$ cat config.mk
export PLATFORM = sky130hd
export DESIGN_NAME = c8_rq
export DESIGN_NICKNAME = d
export VERILOG_FILES = /design/src/rtl/c8_pkg.sv /design/src/rtl/c8_rq.sv
export SDC_FILE = /design/constraint.sdc
export NUM_CORES = 1
export LEC_CHECK = 0
export BUFFER_PORTS_ARGS = -buffer_cell sky130_fd_sc_hd__buf_2
export CAP_MARGIN = 20
export CORE_MARGIN = 3
export CORE_UTILIZATION = 25
export DETAILED_ROUTE_END_ITERATION = 7
export GPL_ROUTABILITY_DRIVEN = 0
export PLACE_DENSITY = 0.42
export SKIP_LAST_GASP = 1
export SYNTH_ARGS = -nofsm -noshare
export SYNTH_HDL_FRONTEND = slang
export SYNTH_SLANG_ARGS = --single-unit
$ cat constraint.sdc
create_clock -name clk -period 4.55 [get_ports clk]
set_input_delay 0.455 -clock clk [delete_from_list [all_inputs] [get_ports clk]]
set_output_delay 0.455 -clock clk [all_outputs]
set_load 0.05 [all_outputs]
$ cat src/rtl/c8_pkg.sv
// shared types, codes and defaults of the chip-8 instruction core
package c8_pkg;

  localparam int SCREEN_WIDTH_DEF  = 64;
  localparam int SCREEN_HEIGHT_DEF = 32;
  localparam int MEMORY_BYTES_DEF  = 4096;
  localparam int STACK_DEPTH_DEF   = 16;

  localparam logic [2:0] ST_OK      = 3'd0;
  localparam logic [2:0] ST_ILLEGAL = 3'd1;
  localparam logic [2:0] ST_FRAME   = 3'd2;
  localparam logic [2:0] ST_KEY     = 3'd3;
  localparam logic [2:0] ST_SOUND   = 3'd4;

  localparam logic [2:0] OP_LOAD  = 3'd0;
  localparam logic [2:0] OP_EXEC  = 3'd1;
  localparam logic [2:0] OP_TICK  = 3'd2;
  localparam logic [2:0] OP_KEY   = 3'd3;
  localparam logic [2:0] OP_PIXEL = 3'd4;

  localparam logic [2:0] REG_SHIFT  = 3'd0;
  localparam logic [2:0] REG_WRAP   = 3'd1;
  localparam logic [2:0] REG_KEEP   = 3'd2;
  localparam logic [2:0] REG_VBLANK = 3'd3;
  localparam logic [2:0] REG_FONT   = 3'd4;
  localparam logic [2:0] REG_BOOT   = 3'd5;

  localparam logic [11:0] BOOT_RESET = 12'h200;

  localparam logic [15:0] W_CLEAR  = 16'h00E0;
  localparam logic [15:0] W_RETURN = 16'h00EE;

  typedef struct packed {
    logic [2:0]  opcode;
    logic [11:0] address;
    logic [7:0]  data_byte;
    logic [15:0] keys_held;
    logic [7:0]  random_byte;
  } request_t;

  typedef struct packed {
    logic [2:0]  status;
    logic [11:0] program_counter;
    logic [15:0] bad_instruction;
    logic [7:0]  sound_duration;
    logic        pixel_value;
  } result_t;

  typedef struct packed {
    logic        shift_in_place;
    logic        wrap_sprites;
    logic        keep_index;
    logic        await_vblank;
    logic [11:0] font_base;
    logic [11:0] boot_address;
  } cfg_t;

  typedef enum logic [2:0] {
    CL_LOAD, CL_EXEC, CL_TICK, CL_KEY, CL_PIXEL, CL_NONE
  } class_t;

  typedef struct packed {
    request_t req;
    class_t   cls;
  } entry_t;

  typedef enum logic [3:0] {
    S_IDLE, S_FETCH_HI, S_FETCH_LO, S_REGRD, S_EXEC, S_FLAG, S_MODX, S_MODY,
    S_DRAW_RD, S_DRAW_WR, S_BCD, S_BLK_RD, S_BLK_WR, S_PIX_DIV, S_PIX_RD, S_DONE
  } state_t;

endpackage

$ cat src/rtl/c8_rq.sv
// two-entry result queue
module c8_rq (
  input  logic             clk,
  input  logic             rst,
  input  logic             push,
  output logic             full,
  input  c8_pkg::result_t  data,
  input  logic             pop,
  output logic             empty,
  output c8_pkg::result_t  head
);

  c8_pkg::result_t slot [2];
  logic            wp, rp;
  logic [1:0]      cnt;
  logic            do_push, do_pop;

  assign full    = (cnt == 2'd2);
  assign empty   = (cnt == 2'd0);
  assign head    = slot[rp];
  assign do_push = push && !full;
  assign do_pop  = pop && !empty;

  always_ff @(posedge clk) begin
    if (rst) begin
      wp  <= 1'b0;
      rp  <= 1'b0;
      cnt <= 2'd0;
    end else begin
      if (do_push) wp <= ~wp;
      if (do_pop) rp <= ~rp;
      case ({do_push, do_pop})
        2'b10:   cnt <= cnt + 2'd1;
        2'b01:   cnt <= cnt - 2'd1;
        default: cnt <= cnt;
      endcase
    end
  end

  always_ff @(posedge clk) begin
    if (do_push) slot[wp] <= data;
  end

endmodule

**Yosys cells after proc, flatten, opt, wreduce, memory -nomap -nowiden**

Memory sizes are Yosys's and may differ from the RTL's. A register that Yosys moved wholly into a read port is not among the register bits.
Index checks and enable logic that the tools add are counted.

- Add/sub/neg operators: 2
- $mul: 0
- Div/mod/pow operators: 0
- Order comparisons: 0
- Equality and inequality tests: 3
- Shifts and indexed selects: 0
- Multiplexer cells: 5
- Bitwise gates (word level): 2
- Reduce and logical (&&, ||, !) cells: 6

Operators by type and width:

| kind | count |
|---|---|
| equality test 2 bit, second input constant | 2 |
| 2-to-1 mux 1 bit | 4 |
| one-hot mux 2 bit (2 select lines) | 1 |
| adder 2 x 1 -> 2 bit, second input constant | 1 |
| equality test 2 x 1 -> 1 bit, second input constant | 1 |
| logical AND 1 bit | 2 |
| zero test 1 bit | 2 |
| zero test 2 bit | 1 |
| inverter 1 bit | 2 |
| nonzero test 2 bit | 1 |
| subtractor 2 x 1 -> 2 bit, second input constant | 1 |

- Register bits after elaboration: 4
- Bits in latches: 0
- RAM bits: 80
- Bits in read-only memories: 0
- Input bits: 44
- Output and inout port bits: 42
- Logic and storage cells: 22
- Memories kept: 1

Memory list:

| memory | words | bits a word | read ports | clocked after Yosys merged registers in | write ports | RTL line | text |
|---|---|---|---|---|---|---|---|
| slot | 2 | 40 | 1 | 1 | 1 | c8_rq.sv:13 | `c8_pkg::result_t slot [2];` |

**Logic depth before layout (Yosys ltp)**

- Depth in word-level cells: 5
- Mapped depth: 6
- Gate-level depth less buffers: 6

**Least setup slack after synthesis**

OpenSTA, ideal clock, no wires.

- Path kind: flip-flop to flip-flop
- Start: register cnt[0]
- End: memory slot[0][0] in the netlist's numbering, enable pin
- Setup time: 0.394 ns
- Arrival: 1.804 ns
- Data required time: 4.156 ns
- Slack: 2.352 ns
- Stages on the path, launching flop included: 5
- Buffers on the path: 0
- Cell sequence: dfxtp_1 nand2b_2 inv_2 or3_1 inv_1

- Word-level cells in the longest chain between the ends: 5

RTL lines:

| element | RTL line | text |
|---|---|---|
| start, declared | c8_rq.sv:15 | `logic [1:0] cnt;` |
| start signal, assigned | c8_rq.sv:33 | `2'b10: cnt <= cnt + 2'd1;` |
| start signal, assigned | c8_rq.sv:34 | `2'b01: cnt <= cnt - 2'd1;` |
| start signal, assigned | c8_rq.sv:35 | `default: cnt <= cnt;` |
| equality test 2 bit | c8_rq.sv:18 | `assign full = (cnt == 2'd2);` |
| named net full | c8_rq.sv:6 | `output logic full,` |
| zero test 1 bit | c8_rq.sv:21 | `assign do_push = push && !full;` |
| logical AND 1 bit | c8_rq.sv:21 |  |
| 2-to-1 mux 1 bit | c8_rq.sv:41 | `if (do_push) slot[wp] <= data;` |
| 2-to-1 mux 1 bit (implied by the code) | c8_rq.sv:41 |  |
| end, declared | c8_rq.sv:13 |  |

The timed path passes the listed nets, and every way through them passes these cells.

==> out/metrics.cfg <==
[clocking]
numCtsBuffers = 9
cts_sinks = 85
holdBufCountCts = 0
postCtsSetupBuffers = 0
cts-root-buf = clkbuf_16
h-tree-depth = 3
path_clk_slew_ps = 60
clock_latency_ps = 340
cts_tree = yes
cts_buffer_depth = 2
post_cts_resized = 0

[final_layout]
multi_input_area_um2 = 564
syn2layout_area_growth_pct = 30.4
fin_area_mm2 = 0.00404
final_layout_size_suffix_gt1_frac = 0.510
num-fill-cells = 1188
postLayoutCoreUtil = 0.335
antenna_cells = 0
nets = 289
ff_latch_area_mm2 = 0.00250

[detailed_routing]
route.detailed.drc = 0
drt_iter0_markers = 80
routed_wl_um = 5980
vias = 1632
antenna_left = 0
drt_pre_antenna_iters = 4
wire_per_inst_um = 14.4
routed_via_density = 3.91

[grt]
grt_max_degree = 41
grt_pass1_vias = 1710
grt_pass1_wl_um = 8770
grt_usage = 0.0898
antenna_found_initial = 0
overflow = 0

[logic_synthesis]
ys_top_cells_by_area = edfxtp_1 (78%), mux2_2 (8.4%), mux2_1 (6.2%)
synth-xor-area-share = 0.00848
synth_common_cells = edfxtp_1 (80), mux2_2 (23), mux2_1 (17)
synth_top_family_by_area = multiplexers
synth_nets = 195
yosysWarnings = 0
synthSimpleGateAreaFrac = 0.0149
avgSynthCellArea_um2 = 20.6
synth-adder-area-share = 0.00404
synthCells = 150
synth_top_area_share = 0.776
synth_ff_type = edfxtp_1
ys_seq_elements = 85
synth.most_common_cell = edfxtp_1
synth_area_mm2 = 0.00310
synthArstFlopShare = 0
yosysTopAreaCell = edfxtp_1
synth-compound-area-share = 0.00889
synth_cell_types = 18
muxShareOfSynthArea = 0.145
ys_seq_area_frac = 0.808
synth_edf_count = 80

[timing]
finalSetupViolCount = 0
period_minus_slack_ps = 2250
clock_skew_ps = 5.42
setup_ws_ps = 2300
drv_slew = 0
rsz0062_at_grt = no
slew_headroom = 0.372
fin_crit_sh = 0.495
setup_tns_ps = 0
fmax_mhz = 444
finalHoldViolCount = 0
worst_pin_slew_ps = 940

[place]
io_buffers = 85
dp_hpwl_um = 3650
placed_cell_area_mm2 = 0.00371
post-place-ws_ps = 2320

[pwr]
powerDensity_mw_per_mm2 = 671
vdd.ir_drop.worst_mv = 0.303
totalPowerFinal_uw = 2710
leakagePower_uw = 0.00149

[critical_path]
cp_slowest_stage_delay_ps = 620
worstSetupEndpointType = output pin
required_ps = 4090
cp_data_arrival_time_ps = 1800
crit_family = flip-flops
path_cells = buf_12 > mux2_2 > buf_2
crit_fanout = 24
cp-start-kind = register
critPathSlowestCell = dfxtp_2
path_buf_inv = 2
critPathKind = reg -> out

[floorplanning]
fp.dieW_um = 117
row_count = 40
dieHeight_um = 117
floorplan.initialDensity = 0.257
pin_count = 86
die_area_mm2 = 0.0138
core_mm2 = 0.0121

[min_path]
hp-class = in -> reg

[run]
cap_viol_max_count = 0

[status]
status = complete, no violations

==> cell usage in the layout, fill, tap and decap left out <==
cell type,instances
buf_12,2
inv_6,1
nor2_1,4
clkinv_2,1
mux2_2,23
inv_2,2
clkinv_1,1
xor2_1,1
o21a_1,1
or3_1,2
inv_1,1
a21oi_1,2
nand2b_2,1
bufinv_16,1
clkbuf_16,9
dfxtp_2,1
ha_1,1
nand2_1,1
mux2_1,17
buf_2,85
o21ai_0,2
xnor2_1,2
dfxtp_1,4
and3_2,1
edfxtp_1,80
clkbuf_1,3
==> final cells by class <==
type	count	share of cell area
tap	168	0.0520
sequential	85	0.620
clock buffer	12	0.0586
multi-input combinational	58	0.140
clock inverter	4	0.0118
timing repair buffer	87	0.115
inverter	3	0.00279
==> per-layer routing <==
metal	vias up	wire, um	global-route usage
li1	770	-	-
met1	796	2650	0.111
met2	54	2740	0.131
met3	12	404	0.0293
met4	0	192	0.0642
met5	-	0	0
==> worst paths after layout <==
check / start / slack (ps) / cells after the start / end
worst max-delay path: register / 2300 / 3 / head[33]
worst min-delay path: data[19] / 300 / 1 / slot[0][19]$_DFFE_PP_
worst max register to register: cnt[0]$_SDFFE_PP0P_ / 2470 / 4 / slot[0][26]$_DFFE_PP_
worst min register to register: wp$_SDFFE_PP0P_ / 500 / 2 / wp$_SDFFE_PP0P_
==> state kept, by name, indices dropped and copies added (netlist names), named ones only <==
signal and count:
slot 80, cnt 2, rp 1, wp 1
==> kinds of logic after synthesis <==
family                   after synthesis
flip-flops                            85
multiplexers                          40
AND/OR/NAND/NOR                        9
buffers and inverters                  7
AO/OA/AOI/OAI                          5
XOR/XNOR                               3
adder cells (fa/ha/maj)                1
==> where the power goes <==
part           internal [uW]  switching [uW]  leakage, uW
registers                991            56.1     0.000790
logic                    263             692     0.000565
clock network            425             283     0.000139
==> per-stage QoR <==
step	cells	hold WS [ps]
floorplan	150	452
global placement	399	475
detailed placement	399	494
CTS	415	287
global route	417	292
finish	417	304
(Power assumes the default switching activity.)
