[config.mk]
export PLATFORM = sky130hd
export DESIGN_NAME = c8_front
export DESIGN_NICKNAME = d
export VERILOG_FILES = /design/src/rtl/c8_pkg.sv /design/src/rtl/c8_front.sv
export SDC_FILE = /design/constraint.sdc
export NUM_CORES = 1
export LEC_CHECK = 0
export BUFFER_PORTS_ARGS = -buffer_cell sky130_fd_sc_hd__buf_2
export CORE_ASPECT_RATIO = 1.5
export CORE_MARGIN = 2
export CORE_UTILIZATION = 52
export DETAILED_ROUTE_END_ITERATION = 8
export PLACE_DENSITY = 0.79
export SLEW_MARGIN = 20
export SYNTH_ARGS = -nofsm -noshare
export SYNTH_HDL_FRONTEND = slang
export SYNTH_SLANG_ARGS = --single-unit
[constraint.sdc]
create_clock -name clk -period 2.5 [get_ports clk]
set_input_delay 0 -clock clk [delete_from_list [all_inputs] [get_ports clk]]
set_output_delay 0 -clock clk [all_outputs]
set_load 0.02 [all_outputs]
[src/rtl/c8_pkg.sv]
// shared types, codes and defaults of the chip-8 instruction core
package c8_pkg;

  localparam int SCREEN_WIDTH_DEF  = 64;
  localparam int SCREEN_HEIGHT_DEF = 32;
  localparam int MEMORY_BYTES_DEF  = 4096;
  localparam int STACK_DEPTH_DEF   = 16;

  localparam logic [2:0] ST_OK      = 3'd0;
  localparam logic [2:0] ST_ILLEGAL = 3'd1;
  localparam logic [2:0] ST_FRAME   = 3'd2;
  localparam logic [2:0] ST_KEY     = 3'd3;
  localparam logic [2:0] ST_SOUND   = 3'd4;

  localparam logic [2:0] OP_LOAD  = 3'd0;
  localparam logic [2:0] OP_EXEC  = 3'd1;
  localparam logic [2:0] OP_TICK  = 3'd2;
  localparam logic [2:0] OP_KEY   = 3'd3;
  localparam logic [2:0] OP_PIXEL = 3'd4;

  localparam logic [2:0] REG_SHIFT  = 3'd0;
  localparam logic [2:0] REG_WRAP   = 3'd1;
  localparam logic [2:0] REG_KEEP   = 3'd2;
  localparam logic [2:0] REG_VBLANK = 3'd3;
  localparam logic [2:0] REG_FONT   = 3'd4;
  localparam logic [2:0] REG_BOOT   = 3'd5;

  localparam logic [11:0] BOOT_RESET = 12'h200;

  localparam logic [15:0] W_CLEAR  = 16'h00E0;
  localparam logic [15:0] W_RETURN = 16'h00EE;

  typedef struct packed {
    logic [2:0]  opcode;
    logic [11:0] address;
    logic [7:0]  data_byte;
    logic [15:0] keys_held;
    logic [7:0]  random_byte;
  } request_t;

  typedef struct packed {
    logic [2:0]  status;
    logic [11:0] program_counter;
    logic [15:0] bad_instruction;
    logic [7:0]  sound_duration;
    logic        pixel_value;
  } result_t;

  typedef struct packed {
    logic        shift_in_place;
    logic        wrap_sprites;
    logic        keep_index;
    logic        await_vblank;
    logic [11:0] font_base;
    logic [11:0] boot_address;
  } cfg_t;

  typedef enum logic [2:0] {
    CL_LOAD, CL_EXEC, CL_TICK, CL_KEY, CL_PIXEL, CL_NONE
  } class_t;

  typedef struct packed {
    request_t req;
    class_t   cls;
  } entry_t;

  typedef enum logic [3:0] {
    S_IDLE, S_FETCH_HI, S_FETCH_LO, S_REGRD, S_EXEC, S_FLAG, S_MODX, S_MODY,
    S_DRAW_RD, S_DRAW_WR, S_BCD, S_BLK_RD, S_BLK_WR, S_PIX_DIV, S_PIX_RD, S_DONE
  } state_t;

endpackage

[src/rtl/c8_front.sv]
// input queue that classifies each item on entry
module c8_front (
  input  logic              clk,
  input  logic              rst,
  input  logic              push,
  output logic              full,
  input  c8_pkg::request_t  request,
  input  logic              pop,
  output logic              empty,
  output c8_pkg::entry_t    head
);

  c8_pkg::entry_t slot [2];
  c8_pkg::class_t cls;
  logic           wp, rp;
  logic [1:0]     cnt;
  logic           do_push, do_pop;

  always_comb begin
    case (request.opcode)
      c8_pkg::OP_LOAD:  cls = c8_pkg::CL_LOAD;
      c8_pkg::OP_EXEC:  cls = c8_pkg::CL_EXEC;
      c8_pkg::OP_TICK:  cls = c8_pkg::CL_TICK;
      c8_pkg::OP_KEY:   cls = c8_pkg::CL_KEY;
      c8_pkg::OP_PIXEL: cls = c8_pkg::CL_PIXEL;
      default:          cls = c8_pkg::CL_NONE;
    endcase
  end

  assign full    = (cnt == 2'd2);
  assign empty   = (cnt == 2'd0);
  assign head    = slot[rp];
  assign do_push = push && !full;
  assign do_pop  = pop && !empty;

  always_ff @(posedge clk) begin
    if (rst) begin
      wp  <= 1'b0;
      rp  <= 1'b0;
      cnt <= 2'd0;
    end else begin
      if (do_push) wp <= ~wp;
      if (do_pop) rp <= ~rp;
      case ({do_push, do_pop})
        2'b10:   cnt <= cnt + 2'd1;
        2'b01:   cnt <= cnt - 2'd1;
        default: cnt <= cnt;
      endcase
    end
  end

  always_ff @(posedge clk) begin
    if (do_push) slot[wp] <= '{req: request, cls: cls};
  end

endmodule

# Yosys cells after proc, flatten, opt, wreduce, memory -nomap -nowiden
# Memories as Yosys holds them, arrays and structs flattened. A register that Yosys moved wholly into a read port is not among the register bits.
# Cells that the tools add are included.
# word_totals
regBits,4
ram_bits,100
input_bits,51
output_inout_bits,52
mem_count,1
# memory_table
name,depth,width,read_ports,rd_ports_with_merged_regs,write_ports,line,rtl
slot,2,50,1,1,1,c8_front.sv:13,c8_pkg::entry_t slot [2];
# op_classes
addsub,2
eq_ne,7
n_mux,6
bitwise,2
reduce_logical,7
# op_table
operator,n
case mux 3 bit (5 select lines),1
"== test 3 x 2 -> 1 bit, second input constant",2
"== test 2 bit, second input constant",2
two-way mux 1 bit,4
case mux 2 bit (2 select lines),1
"== test 3 x 1 -> 1 bit, second input constant",1
"== test 3 bit, second input constant",1
zero test 3 bit,1
"adder 2 x 1 -> 2 bit, second input constant",1
"== test 2 x 1 -> 1 bit, second input constant",1
logical AND 1 bit,2
zero test 1 bit,2
zero test 2 bit,1
NOT 1 bit,2
nonzero test 2 bit,1
"subtractor 2 x 1 -> 2 bit, second input constant",1

# Longest topological paths before layout
# Gate-level depths: netlist of run 1.
# depth
ltp_word,5
depth_mapped,6

# Worst setup path after synthesis of run 1
# No wires, ideal clock.
# synth_path
path_type,register -> register
from,register cnt[0]
to,memory slot[0][0] (netlist name) (enable)
t_arrival_ns,1.927
required_ns,2.096
slack_ns,0.169
path_stages_with_launch,5
n_path_buf,0
period_less_slack_ns,2.331
cell_sequence,dfxtp_1 nand2b_2 inv_2 or3_1 inv_1
# synth_between
elab_chain_len,5
# synth_rtl
item,line,rtl
"start, declared",c8_front.sv:16,logic [1:0] cnt;
"start signal, assigned",c8_front.sv:45,2'b10: cnt <= cnt + 2'd1;
"start signal, assigned",c8_front.sv:46,2'b01: cnt <= cnt - 2'd1;
"start signal, assigned",c8_front.sv:47,default: cnt <= cnt;
== test 2 bit,c8_front.sv:30,assign full = (cnt == 2'd2);
named net full,c8_front.sv:6,"output logic full,"
zero test 1 bit,c8_front.sv:33,assign do_push = push && !full;
logical AND 1 bit,c8_front.sv:33,
two-way mux 1 bit,c8_front.sv:53,"if (do_push) slot[wp] <= '{req: request, cls: cls};"
two-way mux 1 bit (not written as such),c8_front.sv:53,
"end, declared",c8_front.sv:13,
# The timed path passes the listed nets, and every way through them passes these cells.

==> results of run 1 <==
cell usage in the layout, fill, tap and decap left out:
| master | count |
|---|---|
| mux2_2 | 27 |
| inv_2 | 2 |
| clkbuf_1 | 1 |
| o21ai_0 | 2 |
| dfxtp_2 | 1 |
| inv_1 | 1 |
| nor2b_1 | 1 |
| or3_1 | 2 |
| buf_2 | 102 |
| dfxtp_1 | 4 |
| and3_2 | 1 |
| a21oi_1 | 2 |
| clkinv_1 | 1 |
| xor2_1 | 1 |
| ha_1 | 1 |
| buf_12 | 2 |
| nand2_1 | 1 |
| xnor2_1 | 2 |
| o21a_1 | 1 |
| nand2b_2 | 1 |
| mux2_1 | 23 |
| clkbuf_8 | 12 |
| buf_4 | 2 |
| nor2_1 | 4 |
| clkinv_2 | 2 |
| a21o_1 | 1 |
| edfxtp_1 | 100 |
| dlygate4sd3_1 | 48 |
metrics by stage:
stage | instance area (µm²) | hold WS [ns]
finish | 5160 | 0.05451
global route | 5160 | 0.06586
CTS | 5160 | 0.03640
detailed placement | 4497 | 0.1928
global placement | 4497 | 0.1887
floorplan | 3836 | 0.06907
critical path: stages (launching register included):
cell,delay (ns)
dfxtp_2,0.73
buf_12,0.27
mux2_2,0.36
buf_2,0.16
layout make-up:
| cell class | instances | area (µm²) |
|---|---|---|
| Sequential cell | 105 | 3104 |
| Clock buffer | 13 | 168.9 |
| Timing Repair Buffer | 154 | 1046 |
| Clock inverter | 3 | 13.76 |
| Multi-Input combinational cell | 70 | 690.7 |
| Tap cell | 100 | 125.1 |
| Fill cell | 480 | 2019 |
| Inverter | 3 | 11.26 |
worst max-delay path by stage:
stage	depth (start not counted)	endpoint	slack, ns
floorplan	4	slot[0][0]	0.17
global route	3	head[41]	0.51
finish	3	head[21]	0.61
CTS	3	head[21]	0.56
detailed placement	5	slot[0][29]	0.77
global placement	5	slot[0][24]	0.85
registers in the layout, summed over array words and instances, names as in the netlist, named ones only:
name,count
cnt,2
rp,1
slot,100
wp,1
routing by layer:
metal / share of wire / vias to the layer above / global-route usage
met1: 0.40 / 1045 / 0.1900
li1: - / 1033 / -
met2: 0.53 / 65 / 0.3214
met4: 0.034 / 0 / 0.1026
met5: 0 / - / 0
met3: 0.040 / 18 / 0.04713
power by group through the flow:
stage               Combinational, mW  Clock (mW)  Sequential (mW)
global placement                 1.42           0             2.37
floorplan                        1.02           0             2.32
detailed placement               1.44           0             2.40
CTS                              1.50       0.978             2.35
global route                     1.58        1.05             2.38
finish                           1.48       0.950             2.35
cell families (layout without fill, tap and decap cells):
family,count (synthesis),count (layout),synth area share
AOI/OAI and AO/OA,6,6,0.009134
xor gates and xnor gates,3,3,0.006851
adders and majority gates,1,1,0.003261
buffers and inverters,10,173,0.01142
DFF,105,105,0.8089
muxes,50,50,0.1468
and+or+nand+nor,10,10,0.01370
timing repair:
item	4_1_cts	5_1_grt
hold buffers	48	0
resized for setup	0	0
setup endpoints to repair	0	0
endpoints found under the hold margin	105	0
==> results_dict.tcl, run 1 <==
set metrics [dict create \
    wire_per_inst_um 16.01 \
    ys_warn_count 0 \
    slew_headroom 0.5878 \
    syn-instance-count 185 \
    grt_usage 0.1816 \
    synth_cell_type_count 21 \
    cts-root-buf "clkbuf_8" \
    pwr-share-clk 0.199 \
    drc 0 \
    r2r-end "slot[0][28]" \
    setup_tns_ns 0 \
    finClkSkew_ns 0.005426 \
    r2r_slack_ns 0.77 \
    cts_tree "yes" \
    rsz0062_at_grt "no" \
    worst_setup_path_end_kind "output pin" \
    fmax_mhz 528.9 \
    postSynth.asyncResetShare 0 \
    ys.flop_type "edfxtp_1" \
    finalSetupViolations 0 \
    drive_gt1_frac 0.4368 \
    critPathArrivalTime_ns 1.89 \
    place.port_buffers 102 \
    swShare 0.3134 \
    firstDrtPassIters 4 \
    ios 103 \
    worst-setup-path-type "flip-flop to output pin" \
    seqPwrFrac 0.491 \
    num_rows 38 \
    p_sw_mw 1.500 \
    p_leak_nw 1.962 \
    startpoint_type "flip-flop" \
    n_antenna_cell 0 \
    post-route-period-util 0.7562 \
    period_needed_ns 1.891 \
    antenna_found_initial 0 \
    cts_setup_buffers 0 \
    synth_edf_count 100 \
    vias 2161 \
    routed_wl_mm 7.174 \
    vdd_drop_max_v 0.0006374 \
    yosysTopAreaCell "edfxtp_1" \
    timing.final.max_slew_violations 0 \
    numCtsBuffers 9 \
    pre_cts_slack_ns 0.7728 \
    p_total_mw 4.786 \
    hold_end "wp" \
    final_cell_count_no_fill 448 \
    ys_top_cells_by_count "100 x edfxtp_1, 27 x mux2_2, 23 x mux2_1" \
    syn_area_um2 3836 \
    synth_most_common_cell "edfxtp_1" \
    grt_pass1_wl_mm 10.36 \
    r2r-start "cnt[0]" \
    min_from "push" \
    status "complete, no violations" \
    maxCapViolCount 0 \
    hold_depth 4 \
    internal_power_mw 3.286 \
    worstMarginPinSlew_ns 0.6183 \
    grt_pass1_vias 2231 \
    post-route-util 0.7187 \
    gp_congestion 0.7256 \
    die_x_um 74.13 \
    hpwl_mm 4.408 \
    fp.coreArea_um2 7179 \
    h-tree-depth 3 \
    die_h_um 109.2 \
    synth_top_cell_area_share 0.7828 \
    ys_seq_elements 105 \
    synth_area_leaders "edfxtp_1 78%, mux2_2 7.9%, mux2_1 6.8%, dfxtp_1 2.6%, buf_2 0.65%" \
    nNetsFinal 395 \
    syn2layout_area_growth_pct 34.51 \
    syn_area_per_cell_um2 20.74 \
    required_ns 2.50 \
    finalWorstSetupSlack_ns 0.6094 \
    drt_iter0_drc 112 \
    dieArea_um2 8095 \
    combPwrFrac 0.310 \
    dp_cells 384 \
    r2r_cells 5 \
    clockBufferDepth 2 \
    clock_sinks 105 \
    overflow 0 \
    ys_seq_area_frac 0.8089 \
    postRouteAntennaNets 0 \
    viasPerCell 4.824 \
    final-hold-violation-count 0 \
    worstPathMaxFanout 27 \
    initial_utilization 0.5343 \
    syn_nets 237 \
    grt_max_degree 51 \
    power.density_nw_per_um2 927.5 \
    clk_latency_ns 0.35 \
    min_path_type "input port to flip-flop" \
    clk_pin_slew_ns 0.09 \
]
Power figures use the tool's default switching activity.
==> run 2, diff against run 1 <==
==> constraint.sdc (replaced) <==
create_clock -name clk -period 1.8 [get_ports clk]
set_input_delay 0 -clock clk [delete_from_list [all_inputs] [get_ports clk]]
set_output_delay 0 -clock clk [all_outputs]
set_load 0.02 [all_outputs]
==> run 2 against run 1 <==
Non-clock buffer count is 2 higher. Largest power group unchanged. Total power is 41% higher. Hold slack worse by 0.028 ns. Highest routed layer unchanged. Sequential power is 38% higher. Via count is 0.51% higher. Global-route usage is 0.21 points lower. Critical path depth stayed put. Register-to-register slack worse by 0.50 ns. Largest cell class unchanged. Setup slack worse by 0.40 ns. Utilization is 0.80 points higher. Clock power is 40% higher.
==> results_dict.tcl, run 2 (same netlist as run 1, synthesis figures left out) <==
set metrics [dict create \
    viasPerCell 4.827 \
    dieArea_um2 8095 \
    largest-register "slot" \
    worstPathMaxFanout 20 \
    pre_cts_slack_ns 0.2693 \
    n_antenna_cell 0 \
    post-route-period-util 0.8861 \
    finalSetupViolations 0 \
    post-route-util 0.7267 \
    worstMarginPinSlew_ns 0.3737 \
    nNetsFinal 397 \
    final_common_cell "buf_2" \
    die_x_um 74.13 \
    slew_headroom 0.7509 \
    status "complete, no violations" \
    routed_wl_mm 7.012 \
    vdd_drop_max_v 0.0008907 \
    clock_sinks 105 \
    h-tree-depth 3 \
    startpoint_type "flip-flop" \
    postRouteAntennaNets 0 \
    grt_usage 0.1795 \
    drive_gt1_frac 0.4400 \
    num_rows 38 \
    fmax_mhz 627.0 \
    reg_top3 "slot x100, cnt x2" \
    initial_utilization 0.5343 \
    clockBufferDepth 2 \
    final_cell_mix "102 x buf_2, 100 x edfxtp_1, 48 x dlygate4sd3_1" \
    largest_reg_flops 100 \
    numCtsBuffers 9 \
    hpwl_mm 4.294 \
    setup_tns_ns 0 \
    maxCapViolCount 0 \
    min_path_type "input port to flip-flop" \
    nFillCells 449 \
    period_needed_ns 1.595 \
    antenna_found_initial 0 \
    wire_per_inst_um 15.58 \
    finClkSkew_ns 0.007578 \
    ios 103 \
    final-hold-violation-count 0 \
    grt_max_degree 28 \
    met3_usage 0.05730 \
    cts-root-buf "clkbuf_8" \
    drt_iter0_drc 147 \
    whs_ns 0.02621 \
    required_ns 1.80 \
    grt_pass1_vias 2164 \
    p_leak_nw 1.974 \
    die_h_um 109.2 \
    rsz0062_at_grt "no" \
    timing.final.max_slew_violations 0 \
    grtUsageMet2 0.2946 \
    finalWorstSetupSlack_ns 0.2051 \
    gp_congestion 0.7571 \
    clk_latency_ns 0.36 \
    fp.coreArea_um2 7179 \
    firstDrtPassIters 4 \
    grt.busiest_layer "met2" \
    grt_pass1_wl_mm 10.24 \
    worst-setup-path-type "flip-flop to output pin" \
    place.port_buffers 102 \
    overflow 0 \
    critPathArrivalTime_ns 1.59 \
    drc 0 \
    clk_pin_slew_ns 0.09 \
    grtUsageMet1 0.2012 \
    syn2layout_area_growth_pct 36.01 \
    cts_tree "yes" \
    cts_setup_buffers 0 \
    worst_setup_path_end_kind "output pin" \
    power.density_nw_per_um2 1294 \
    vias 2172 \
]
run 2: changes by cell type in the layout (fill, tap and decap cells not counted):
cell / previous run / this run
dfxtp_1: 4 / 3
inv_4: 0 / 1
clkinv_1: 1 / 0
dfxtp_4: 0 / 1
clkinvlp_4: 0 / 1
or3_1: 2 / 1
nand2b_2: 1 / 0
nand2b_4: 0 / 1
inv_2: 2 / 0
clkinv_2: 2 / 0
or3_4: 0 / 1
clkbuf_1: 1 / 4
buf_12: 2 / 4
run 2: power breakdown:
group / switching, mW / total, mW / internal [mW]
Combinational: 1.23 / 2.17 / 0.945
Sequential: 0.161 / 3.25 / 3.09
Clock: 0.710 / 1.33 / 0.621
Total: 2.10 / 6.75 / 4.66
run 2: stage by stage:
step	std cells	area, µm²	total power, mW
5_1_grt	450	5218	7.079
6_report	450	5218	6.752
2_1_floorplan	185	3855	4.657
3_3_place_gp	386	4554	5.361
3_5_place_dp	386	4554	5.413
4_1_cts	450	5215	6.808
run 2: what timing repair did:
| action | in CTS | in global routing |
|---|---|---|
| setup endpoints to repair | 0 | 4 |
| hold buffers | 48 | 0 |
| resized for setup | 0 | 1 |
| endpoints found under the hold margin | 105 | 0 |
run 2: per-layer routing:
layer	vias up	routed length (µm)	part of all wire
li1	1038	-	-
met1	1053	2756	0.39
met2	62	3720	0.53
met3	19	268	0.038
met4	0	266	0.038
met5	-	0	0
run 2: final cells by class:
| class | instances | area [µm²] | share of cell area |
|---|---|---|---|
| Clock buffer | 16 | 180.2 | 0.03453 |
| Inverter | 3 | 17.52 | 0.003357 |
| Multi-Input combinational cell | 70 | 700.7 | 0.1343 |
| Sequential cell | 105 | 3108 | 0.5957 |
| Tap cell | 100 | 125.1 | 0.02398 |
| Timing Repair Buffer | 156 | 1086 | 0.2082 |
run 2: worst paths after layout:
path                            cells after the start  slack [ns]  startpoint         end
worst max-delay path                                3        0.21   flip-flop    head[14]
worst min-delay path                                4        0.03        push          wp
worst max register to register                      5        0.27      cnt[0]  slot[0][6]
worst min register to register                      2        0.51          wp          wp
run 2: critical path: stages, from the launching register on:
cell	delay [ns]
dfxtp_4	0.51
buf_12	0.21
mux2_2	0.34
buf_2	0.16
